## src/sv/fdpp_pkg.sv

```systemverilog
// ---------------------------------------------------------------------------
// fdpp_pkg
// Shared types and constants of the framed decimal packet parser.
// ---------------------------------------------------------------------------
`default_nettype none

package fdpp_pkg;

   // request commands
   localparam logic [1:0] CMD_BYTE = 2'd0;
   localparam logic [1:0] CMD_TAKE = 2'd1;
   localparam logic [1:0] CMD_READ = 2'd2;

   // flag selection of a take request
   localparam logic [1:0] TAKE_BRIGHT = 2'd0;
   localparam logic [1:0] TAKE_TIME   = 2'd1;
   localparam logic [1:0] TAKE_TEXT   = 2'd2;

   // ready flag bit positions
   localparam int FLAG_BRIGHT = 0;
   localparam int FLAG_TIME   = 1;
   localparam int FLAG_TEXT   = 2;

   // characters
   localparam logic [7:0] CH_AT    = 8'h40;
   localparam logic [7:0] CH_HASH  = 8'h23;
   localparam logic [7:0] CH_AMP   = 8'h26;
   localparam logic [7:0] CH_PCT   = 8'h25;
   localparam logic [7:0] CH_NL    = 8'h0A;
   localparam logic [7:0] CH_PLUS  = 8'h2B;
   localparam logic [7:0] CH_MINUS = 8'h2D;
   localparam logic [7:0] CH_SPACE = 8'h20;
   localparam logic [7:0] CH_TAB   = 8'h09;
   localparam logic [7:0] CH_CR    = 8'h0D;
   localparam logic [7:0] CH_ZERO  = 8'h30;
   localparam logic [7:0] CH_NINE  = 8'h39;

   localparam int TEXT_AW     = 7;
   localparam int TEXT_DEPTH  = 128;
   localparam int QUEUE_DEPTH = 2;

   typedef struct packed {
      logic [1:0] command;
      logic [7:0] rx_byte;
      logic [1:0] packet_kind;
      logic [6:0] text_index;
   } req_type;

   typedef struct packed {
      logic signed [15:0] brightness_value;
      logic signed [15:0] time_value;
      logic [2:0]         ready_flags;
      logic               flag_was_set;
      logic [7:0]         text_byte;
      logic [6:0]         text_length;
   } rsp_type;

   // request plus its byte classification
   typedef struct packed {
      req_type req;
      logic    is_blank;
      logic    is_digit;
      logic    is_plus;
      logic    is_minus;
      logic    is_at;
      logic    is_hash;
      logic    is_amp;
      logic    is_pct;
      logic    is_nl;
   } op_type;

endpackage

`default_nettype wire

```

## src/sv/framed_decimal_packet_parser.sv

```systemverilog
// A request passes the request queue and then the response register on its way to rsp_data.
// Throughput: one request per cycle while rsp_stall does not hold the response register.
// A two-entry request queue lets the front keep accepting while a response is stalled.
// Reset clears framing, flags, counts and stored numbers; the text memory is not cleared.
// ---------------------------------------------------------------------------
// framed_decimal_packet_parser
// Finds header/body/'%'/newline packets in received bytes, converts numbers, keeps text.
// ---------------------------------------------------------------------------
`default_nettype none

module framed_decimal_packet_parser
   import fdpp_pkg::*;
#(
   parameter int PACKET_BYTES = 128
)
(
   input  wire logic    clock,
   input  wire logic    reset,
   input  wire logic    req_valid,
   output logic         req_stall,
   input  wire req_type req_data,
   output logic         rsp_valid,
   input  wire logic    rsp_stall,
   output rsp_type      rsp_data
);

   logic   op_valid;
   op_type op;
   logic   op_pop;

   fdpp_front u_front (
      .clock     (clock),
      .reset     (reset),
      .req_valid (req_valid),
      .req_stall (req_stall),
      .req_data  (req_data),
      .op_valid  (op_valid),
      .op        (op),
      .op_pop    (op_pop)
   );

   fdpp_back #(
      .PACKET_BYTES (PACKET_BYTES)
   ) u_back (
      .clock     (clock),
      .reset     (reset),
      .op_valid  (op_valid),
      .op        (op),
      .op_pop    (op_pop),
      .rsp_valid (rsp_valid),
      .rsp_stall (rsp_stall),
      .rsp_data  (rsp_data)
   );

endmodule

`default_nettype wire

```

## src/sv/fdpp_front.sv

```systemverilog
// ---------------------------------------------------------------------------
// fdpp_front
// Accepts requests, classifies the received byte and queues the result.
// ---------------------------------------------------------------------------
`default_nettype none

module fdpp_front
   import fdpp_pkg::*;
(
   input  wire logic   clock,
   input  wire logic   reset,
   input  wire logic   req_valid,
   output logic        req_stall,
   input  wire req_type req_data,
   output logic        op_valid,
   output op_type      op,
   input  wire logic   op_pop
);

   op_type     cls;
   op_type     queue_ff [QUEUE_DEPTH];
   logic       wr_ptr_ff, wr_ptr_in;
   logic       rd_ptr_ff, rd_ptr_in;
   logic [1:0] count_ff, count_in;
   logic       push;

   always_comb begin
      cls          = '0;
      cls.req      = req_data;
      cls.is_blank = (req_data.rx_byte == CH_SPACE) ||
                     ((req_data.rx_byte >= CH_TAB) && (req_data.rx_byte <= CH_CR));
      cls.is_digit = (req_data.rx_byte >= CH_ZERO) && (req_data.rx_byte <= CH_NINE);
      cls.is_plus  = req_data.rx_byte == CH_PLUS;
      cls.is_minus = req_data.rx_byte == CH_MINUS;
      cls.is_at    = req_data.rx_byte == CH_AT;
      cls.is_hash  = req_data.rx_byte == CH_HASH;
      cls.is_amp   = req_data.rx_byte == CH_AMP;
      cls.is_pct   = req_data.rx_byte == CH_PCT;
      cls.is_nl    = req_data.rx_byte == CH_NL;
   end

   assign req_stall = count_ff == 2'(QUEUE_DEPTH);
   assign push      = req_valid && !req_stall;
   assign op_valid  = count_ff != 2'd0;
   assign op        = queue_ff[rd_ptr_ff];

   always_comb begin
      wr_ptr_in = push   ? ~wr_ptr_ff : wr_ptr_ff;
      rd_ptr_in = op_pop ? ~rd_ptr_ff : rd_ptr_ff;
      count_in  = count_ff + 2'(push) - 2'(op_pop);
   end

   always_ff @(posedge clock) begin
      if (reset) begin
         wr_ptr_ff <= 1'b0;
         rd_ptr_ff <= 1'b0;
         count_ff  <= 2'd0;
      end else begin
         wr_ptr_ff <= wr_ptr_in;
         rd_ptr_ff <= rd_ptr_in;
         count_ff  <= count_in;
      end
   end

   always_ff @(posedge clock) begin
      if (push) begin
         queue_ff[wr_ptr_ff] <= cls;
      end
   end

   a_count_bound: assert property (@(posedge clock) disable iff (reset)
      count_ff <= 2'(QUEUE_DEPTH))
      else $error("request queue over depth");

   a_pop_nonempty: assert property (@(posedge clock) disable iff (reset)
      op_pop |-> count_ff != 2'd0)
      else $error("pop from empty request queue");

   a_head_held: assert property (@(posedge clock) disable iff (reset)
      op_valid && !op_pop |=> op_valid && $stable(op))
      else $error("queue head changed while waiting");

endmodule

`default_nettype wire

```

## src/sv/fdpp_back.sv

```systemverilog
// ---------------------------------------------------------------------------
// fdpp_back
// Executes queued requests: framing, number conversion, text store, flags.
// ---------------------------------------------------------------------------
`default_nettype none

module fdpp_back
   import fdpp_pkg::*;
#(
   parameter int PACKET_BYTES = 128
)
(
   input  wire logic   clock,
   input  wire logic   reset,
   input  wire logic   op_valid,
   input  wire op_type op,
   output logic        op_pop,
   output logic        rsp_valid,
   input  wire logic   rsp_stall,
   output rsp_type     rsp_data
);

   localparam int BODY_LIMIT = PACKET_BYTES - 1;
   localparam int BW         = $clog2(PACKET_BYTES);
   localparam int TEXT_LIMIT = (BODY_LIMIT < 127) ? BODY_LIMIT : 127;
   localparam logic [BW-1:0]      BODY_MAX = BW'(BODY_LIMIT);
   localparam logic [TEXT_AW-1:0] TEXT_MAX = TEXT_AW'(TEXT_LIMIT);

   localparam logic [1:0] FR_IDLE = 2'd0;
   localparam logic [1:0] FR_BODY = 2'd1;
   localparam logic [1:0] FR_TAIL = 2'd2;

   localparam logic [1:0] CUR_NONE   = 2'd0;
   localparam logic [1:0] CUR_BRIGHT = 2'd1;
   localparam logic [1:0] CUR_TIME   = 2'd2;
   localparam logic [1:0] CUR_TEXT   = 2'd3;

   localparam logic [1:0] NP_SKIP   = 2'd0;
   localparam logic [1:0] NP_DIGITS = 2'd1;
   localparam logic [1:0] NP_DONE   = 2'd2;

   logic [1:0]         frame_state_ff, frame_state_in;
   logic [1:0]         kind_ff, kind_in;
   logic [BW-1:0]      body_count_ff, body_count_in;
   logic [1:0]         phase_ff, phase_in;
   logic               negative_ff, negative_in;
   logic [15:0]        accum_ff, accum_in;
   logic [15:0]        bright_ff, bright_in;
   logic [15:0]        time_ff, time_in;
   logic [2:0]         ready_ff, ready_in;
   logic [TEXT_AW-1:0] text_count_ff, text_count_in;
   logic               rsp_valid_ff, rsp_valid_in;
   rsp_type            rsp_ff;
   logic               rsp_hit_ff;
   logic [7:0]         text_rd_ff;
   logic [7:0]         text_mem [TEXT_DEPTH];

   logic               exec;
   logic               mem_we;
   logic               rd_hit;
   logic               was_set;
   logic [15:0]        accum_next;
   logic [15:0]        number_value;

   assign exec   = op_valid && (!rsp_valid_ff || !rsp_stall);
   assign op_pop = exec;

   // value * 10 + digit, wrapping
   assign accum_next   = {accum_ff[12:0], 3'b000} + {accum_ff[14:0], 1'b0} +
                         {12'd0, op.req.rx_byte[3:0]};
   assign number_value = negative_ff ? 16'(16'd0 - accum_ff) : accum_ff;

   always_comb begin
      frame_state_in = frame_state_ff;
      kind_in        = kind_ff;
      body_count_in  = body_count_ff;
      phase_in       = phase_ff;
      negative_in    = negative_ff;
      accum_in       = accum_ff;
      bright_in      = bright_ff;
      time_in        = time_ff;
      ready_in       = ready_ff;
      text_count_in  = text_count_ff;
      mem_we         = 1'b0;
      rd_hit         = 1'b0;
      was_set        = 1'b0;
      if (exec) begin
         unique case (op.req.command)
            CMD_BYTE: begin
               unique case (frame_state_ff)
                  FR_BODY: begin
                     priority if (op.is_pct) begin
                        frame_state_in = FR_TAIL;
                     end else if (kind_ff == CUR_TEXT) begin
                        if (text_count_ff < TEXT_MAX) begin
                           mem_we        = 1'b1;
                           text_count_in = text_count_ff + TEXT_AW'(1);
                        end
                     end else if (body_count_ff < BODY_MAX) begin
                        body_count_in = body_count_ff + BW'(1);
                        unique case (phase_ff)
                           NP_SKIP: begin
                              priority if (op.is_blank) begin
                                 phase_in = NP_SKIP;
                              end else if (op.is_plus || op.is_minus) begin
                                 negative_in = op.is_minus;
                                 phase_in    = NP_DIGITS;
                              end else if (op.is_digit) begin
                                 accum_in = {12'd0, op.req.rx_byte[3:0]};
                                 phase_in = NP_DIGITS;
                              end else begin
                                 phase_in = NP_DONE;
                              end
                           end
                           NP_DIGITS: begin
                              if (op.is_digit) begin
                                 accum_in = accum_next;
                              end else begin
                                 phase_in = NP_DONE;
                              end
                           end
                           default: begin
                           end
                        endcase
                     end else begin
                        // number body full, byte dropped
                     end
                  end
                  FR_TAIL: begin
                     if (op.is_nl) begin
                        frame_state_in = FR_IDLE;
                        unique case (kind_ff)
                           CUR_BRIGHT: begin
                              bright_in             = number_value;
                              ready_in[FLAG_BRIGHT] = 1'b1;
                           end
                           CUR_TIME: begin
                              time_in             = number_value;
                              ready_in[FLAG_TIME] = 1'b1;
                           end
                           CUR_TEXT: begin
                              ready_in[FLAG_TEXT] = 1'b1;
                           end
                           default: begin
                           end
                        endcase
                     end
                  end
                  default: begin
                     // idle, also the unused frame code
                     frame_state_in = FR_IDLE;
                     priority if (op.is_at && !ready_ff[FLAG_BRIGHT]) begin
                        kind_in = CUR_BRIGHT;
                     end else if (op.is_hash && !ready_ff[FLAG_TIME]) begin
                        kind_in = CUR_TIME;
                     end else if (op.is_amp && !ready_ff[FLAG_TEXT]) begin
                        kind_in = CUR_TEXT;
                     end else begin
                        kind_in = kind_ff;
                     end
                     if ((op.is_at && !ready_ff[FLAG_BRIGHT]) ||
                         (op.is_hash && !ready_ff[FLAG_TIME]) ||
                         (op.is_amp && !ready_ff[FLAG_TEXT])) begin
                        frame_state_in = FR_BODY;
                        body_count_in  = '0;
                        phase_in       = NP_SKIP;
                        negative_in    = 1'b0;
                        accum_in       = 16'd0;
                        if (op.is_amp) begin
                           text_count_in = '0;
                        end
                     end
                  end
               endcase
            end
            CMD_TAKE: begin
               unique case (op.req.packet_kind)
                  TAKE_BRIGHT: begin
                     was_set               = ready_ff[FLAG_BRIGHT];
                     ready_in[FLAG_BRIGHT] = 1'b0;
                  end
                  TAKE_TIME: begin
                     was_set             = ready_ff[FLAG_TIME];
                     ready_in[FLAG_TIME] = 1'b0;
                  end
                  TAKE_TEXT: begin
                     was_set             = ready_ff[FLAG_TEXT];
                     ready_in[FLAG_TEXT] = 1'b0;
                  end
                  default: begin
                  end
               endcase
            end
            CMD_READ: begin
               rd_hit = op.req.text_index < text_count_ff;
            end
            default: begin
            end
         endcase
      end
   end

   assign rsp_valid_in = exec || (rsp_valid_ff && rsp_stall);

   always_ff @(posedge clock) begin
      if (reset) begin
         frame_state_ff <= FR_IDLE;
         kind_ff        <= CUR_NONE;
         body_count_ff  <= '0;
         phase_ff       <= NP_SKIP;
         negative_ff    <= 1'b0;
         accum_ff       <= 16'd0;
         bright_ff      <= 16'd0;
         time_ff        <= 16'd0;
         ready_ff       <= 3'd0;
         text_count_ff  <= '0;
         rsp_valid_ff   <= 1'b0;
      end else begin
         frame_state_ff <= frame_state_in;
         kind_ff        <= kind_in;
         body_count_ff  <= body_count_in;
         phase_ff       <= phase_in;
         negative_ff    <= negative_in;
         accum_ff       <= accum_in;
         bright_ff      <= bright_in;
         time_ff        <= time_in;
         ready_ff       <= ready_in;
         text_count_ff  <= text_count_in;
         rsp_valid_ff   <= rsp_valid_in;
      end
   end

   // response register and text store
   always_ff @(posedge clock) begin
      if (mem_we) begin
         text_mem[text_count_ff] <= op.req.rx_byte;
      end
      if (exec) begin
         text_rd_ff                <= text_mem[op.req.text_index];
         rsp_hit_ff                <= rd_hit;
         rsp_ff.brightness_value   <= bright_in;
         rsp_ff.time_value         <= time_in;
         rsp_ff.ready_flags        <= ready_in;
         rsp_ff.flag_was_set       <= was_set;
         rsp_ff.text_byte          <= 8'd0;
         rsp_ff.text_length        <= text_count_in;
      end
   end

   always_comb begin
      rsp_data           = rsp_ff;
      rsp_data.text_byte = rsp_hit_ff ? text_rd_ff : 8'd0;
   end

   assign rsp_valid = rsp_valid_ff;

   a_text_bound: assert property (@(posedge clock) disable iff (reset)
      text_count_ff <= TEXT_MAX && frame_state_ff != 2'd3)
      else $error("text count or frame state out of range");

   a_text_complete: assert property (@(posedge clock) disable iff (reset)
      exec && op.req.command == CMD_BYTE && frame_state_ff == FR_TAIL && op.is_nl &&
      kind_ff == CUR_TEXT |=> ready_ff[FLAG_TEXT] && frame_state_ff == FR_IDLE)
      else $error("text packet completion missed");

   a_take_clears: assert property (@(posedge clock) disable iff (reset)
      exec && op.req.command == CMD_TAKE && op.req.packet_kind == TAKE_BRIGHT
      |=> !ready_ff[FLAG_BRIGHT] && !rsp_data.ready_flags[FLAG_BRIGHT])
      else $error("take left brightness flag set");

endmodule

`default_nettype wire
```

## config.mk

```make
export PLATFORM = sky130hd
export DESIGN_NAME = framed_decimal_packet_parser
export DESIGN_NICKNAME = d
export VERILOG_FILES = /design/src/sv/fdpp_pkg.sv /design/src/sv/framed_decimal_packet_parser.sv /design/src/sv/fdpp_front.sv /design/src/sv/fdpp_back.sv
export SDC_FILE = /design/constraint.sdc
export NUM_CORES = 2
export LEC_CHECK = 0
export BUFFER_PORTS_ARGS = -buffer_cell sky130_fd_sc_hd__buf_2
export CORE_ASPECT_RATIO = 1.5
export CORE_UTILIZATION = 51
export CTS_CLUSTER_DIAMETER = 120
export DETAILED_ROUTE_END_ITERATION = 8
export PLACE_DENSITY_LB_ADDON = 0.25
export SYNTH_ARGS = -nofsm -noshare
export SYNTH_HDL_FRONTEND = slang
export SYNTH_HIERARCHICAL = 1
export SYNTH_SLANG_ARGS = --single-unit
```

## constraint.sdc

```tcl
create_clock -name clock -period 12.3 [get_ports clock]
set_input_delay 0.615 -clock clock [delete_from_list [all_inputs] [get_ports clock]]
set_output_delay 0.615 -clock clock [all_outputs]
set_load 0.02 [all_outputs]
```

==> results.md <==
* Synth top area share at 70.7%
* Critical Path RT at 12710 ps
* RSZ-0062 raised after global routing: false
* Hold-fix buffers, CTS at 0
* Critical Path Sink Type: flip-flop
* Initial drt markers at 1967
* Die H at 378 um
* Fraction of registers with async set/reset at 0%
* Mean post-synth cell area at 18.2 um^2
* Synth Flop Type: edfxtp_1
* Number of synthesized flops with an enable pin at 1132
* Post-CTS setup repair buffer count at 0
* H-tree depth at 3
* Distinct cells, synth at 71
* Placed Cells at 3869
* Commonest cells in the synthesized netlist: edfxtp_1, nor2_1, mux4_2
* Area leader, netlist: edfxtp_1
* Worst-Skew Late Latency at 700 ps
* Pre-antenna DRT Iters at 7
* Status: completed
* Most common cell in the synthesized netlist: edfxtp_1
* Endpoints failing hold at 0
* P per Cell Area at 200 nW/um^2
* FP Rows at 137
* Final HPWL DP at 69600 um
* Worst-margin pin slew at 1170 ps
* Pin count of the biggest net entering global routing at 172
* Max frequency at 201 MHz
* Total track usage at 23.6%
* Max-slew violation count at 0
* HP Class: primary input to flip-flop
* Via count at 24.9k
* CTS tree: done
* Core ar. at 93200 um^2
* Pre-CTS setup slack at 7150 ps
* Total congestion overflow at 0
* FF+latch count, synth at 1210
* Core Util, Final at 57.3%
* Synthesized area at 48100 um^2
* Critical path type: flip-flop to flip-flop
* Worst setup margin at 7330 ps
* Depth of the worst register-to-register path at 10
* Setup violations, final at 0
* Die area at 95500 um^2
* Vias in the first global route at 25.8k
* Fin crit share at 40.4%
* Rel. slew slack at 22.1%
* Initial antenna violation count at 2
* Global-route wire length before repair at 165000 um
* Clock tree sinks at 1210
* Post-Place Cell Area at 49800 um^2
* Clk buf depth at 3
* DRT Wirelength at 111000 um
* Hold Path Cell Cnt at 1
* Top fanout value on the critical path at 171
* Min Tclk post-route at 4970 ps
* Max Cap Viol at 0
* Final cell count without fillers at 4070
* Startpoint Class: flip-flop
* Crit path DAT at 5380 ps
* Layout area overhead at 11.0%
* Nets at 2791
* Initial Utilization at 51.6%
* ANT nets after route at 0
* Avg WL per Cell at 27.2 um
* Die width at 253 um
* Design area at 53400 um^2
* YS warnings at 6
* Buffers on Ports at 75
* Sequential share of the synthesized area at 73.9%
* Clock Skews at 19.5 ps
* Fraction of layout cells with a size suffix above 1 at 21.2%
* Clock-pin slew on the worst setup and hold paths at 70 ps
* Fillers at 6993
* Setup_tns at 0 ps
* Gpl congestion at 0.834
* Syn Inst Count at 2644
* CTS root buffer: clkbuf_16
* Leak at 17.2 nW
* Largest cells by area after synthesis: edfxtp_1, mux4_2, dfxtp_1
* # resized after CTS at 0
* # IOs at 76
* Cts bufs inserted at 107
* Peak supply drop at 321 uV
* Via/cell ratio at 6.11
* DRC Markers at 0
placed cells by master, fill, tap and decap left out, drive strengths merged, types with 5 or more instances in the layout:
cell type	n
a211oi	5
a21o	11
a21oi	51
a221o	16
a221oi	16
a22o	19
a22oi	84
a31oi	7
and2	58
and3	9
buf	105
bufinv	14
clkbuf	130
clkinv	46
clkinvlp	10
conb	8
dfxtp	78
edfxtp	1132
ha	39
inv	30
mux2	102
mux2i	68
mux4	192
nand2	75
nand2b	13
nand3	24
nand4	15
nor2	199
nor2b	16
nor3	24
nor4	5
o21ai	68
o221ai	24
o22ai	27
o31ai	8
or2	6
or3	7
xnor2	14
xor2	17
registers in the layout, summed over array words and instances, names as in the netlist, 3 cells and up, named ones only:
| name | cells |
|---|---|
| u_back/text_mem | 1024 |
| u_front/queue_ff | 56 |
| u_back/rsp_data | 43 |
| u_back/accum_ff | 16 |
| u_back/bright_ff | 16 |
| u_back/time_ff | 16 |
| u_back/text_rd_ff | 8 |
| u_back/body_count_ff | 7 |
| u_back/text_count_ff | 7 |
| u_back/ready_ff | 3 |
worst max-delay path: stages, from the launching register on:
cell and delay [ps]:
dfxtp_1 360, buf_4 390, mux2_8 670, buf_12 760, buf_4 930, mux2_2 420, o22ai_1 190, a221o_1 220
o21ai_0 90, nor2_1 160, o221ai_1 130
cell families after synthesis:
logic type                 after synthesis  share of synthesized area, %
xor gates and xnor gates                31                         0.565
buffers and inverters                  168                          1.58
AOI/OAI and AO/OA                      362                          5.33
other                                    1                       0.00780
muxes                                  362                          12.8
adders and majority gates               41                          1.10
and+or+nand+nor                        469                          4.69
DFF                                   1210                          73.9
per-layer routing:
metal	vias up	track usage (%)	part of all wire, %
met1	13000	27.7	36
li1	10800	-	-
met2	897	42.6	54
met5	-	0	0
met3	187	3.05	5.3
met4	0	11.3	4.7
final cells by class:
class / count / area (um^2) / area share, %
antenna: 1 / 2.50 / 0.00469
clock buffer: 130 / 2880 / 5.39
clock inverter: 70 / 749 / 1.40
inverter: 30 / 113 / 0.211
multi-input combinational: 1273 / 11900 / 22.3
sequential: 1210 / 35600 / 66.6
tap: 1251 / 1570 / 2.93
timing repair buffer: 105 / 613 / 1.15
worst paths after layout:
path	startpoint	end	slack [ps]
worst max-delay path	flip-flop	u_back/text_rd_ff[7]$_DFFE_PP_	7330
worst min-delay path	req_data[8]	u_front/queue_ff[0][17]$_DFFE_PP_	110
worst max register to register	flip-flop	u_back/text_rd_ff[7]$_DFFE_PP_	7330
worst min register to register	u_back/frame_state_ff[0]$_SDFFE_PP0P_	u_back/frame_state_ff[0]$_SDFFE_PP0P_	480
stage by stage:
step	hold WS (ps)	power, mW
final	114	10.7
after global routing	81.6	11.0
after CTS	59.4	10.8
after detailed placement	472	7.34
after global placement	464	7.29
after floorplan	452	6.53
where the power goes:
| group | internal (mW) | switching [mW] | total (mW) | leakage (nW) |
|---|---|---|---|---|
| Combinational | 0.756 | 1.47 | 2.23 | 4.57 |
| Sequential | 4.95 | 0.0605 | 5.01 | 10.9 |
| Clock | 1.96 | 1.47 | 3.43 | 1.76 |
| Total | 7.67 | 3.00 | 10.7 | 17.2 |
(Power assumes the default switching activity.)
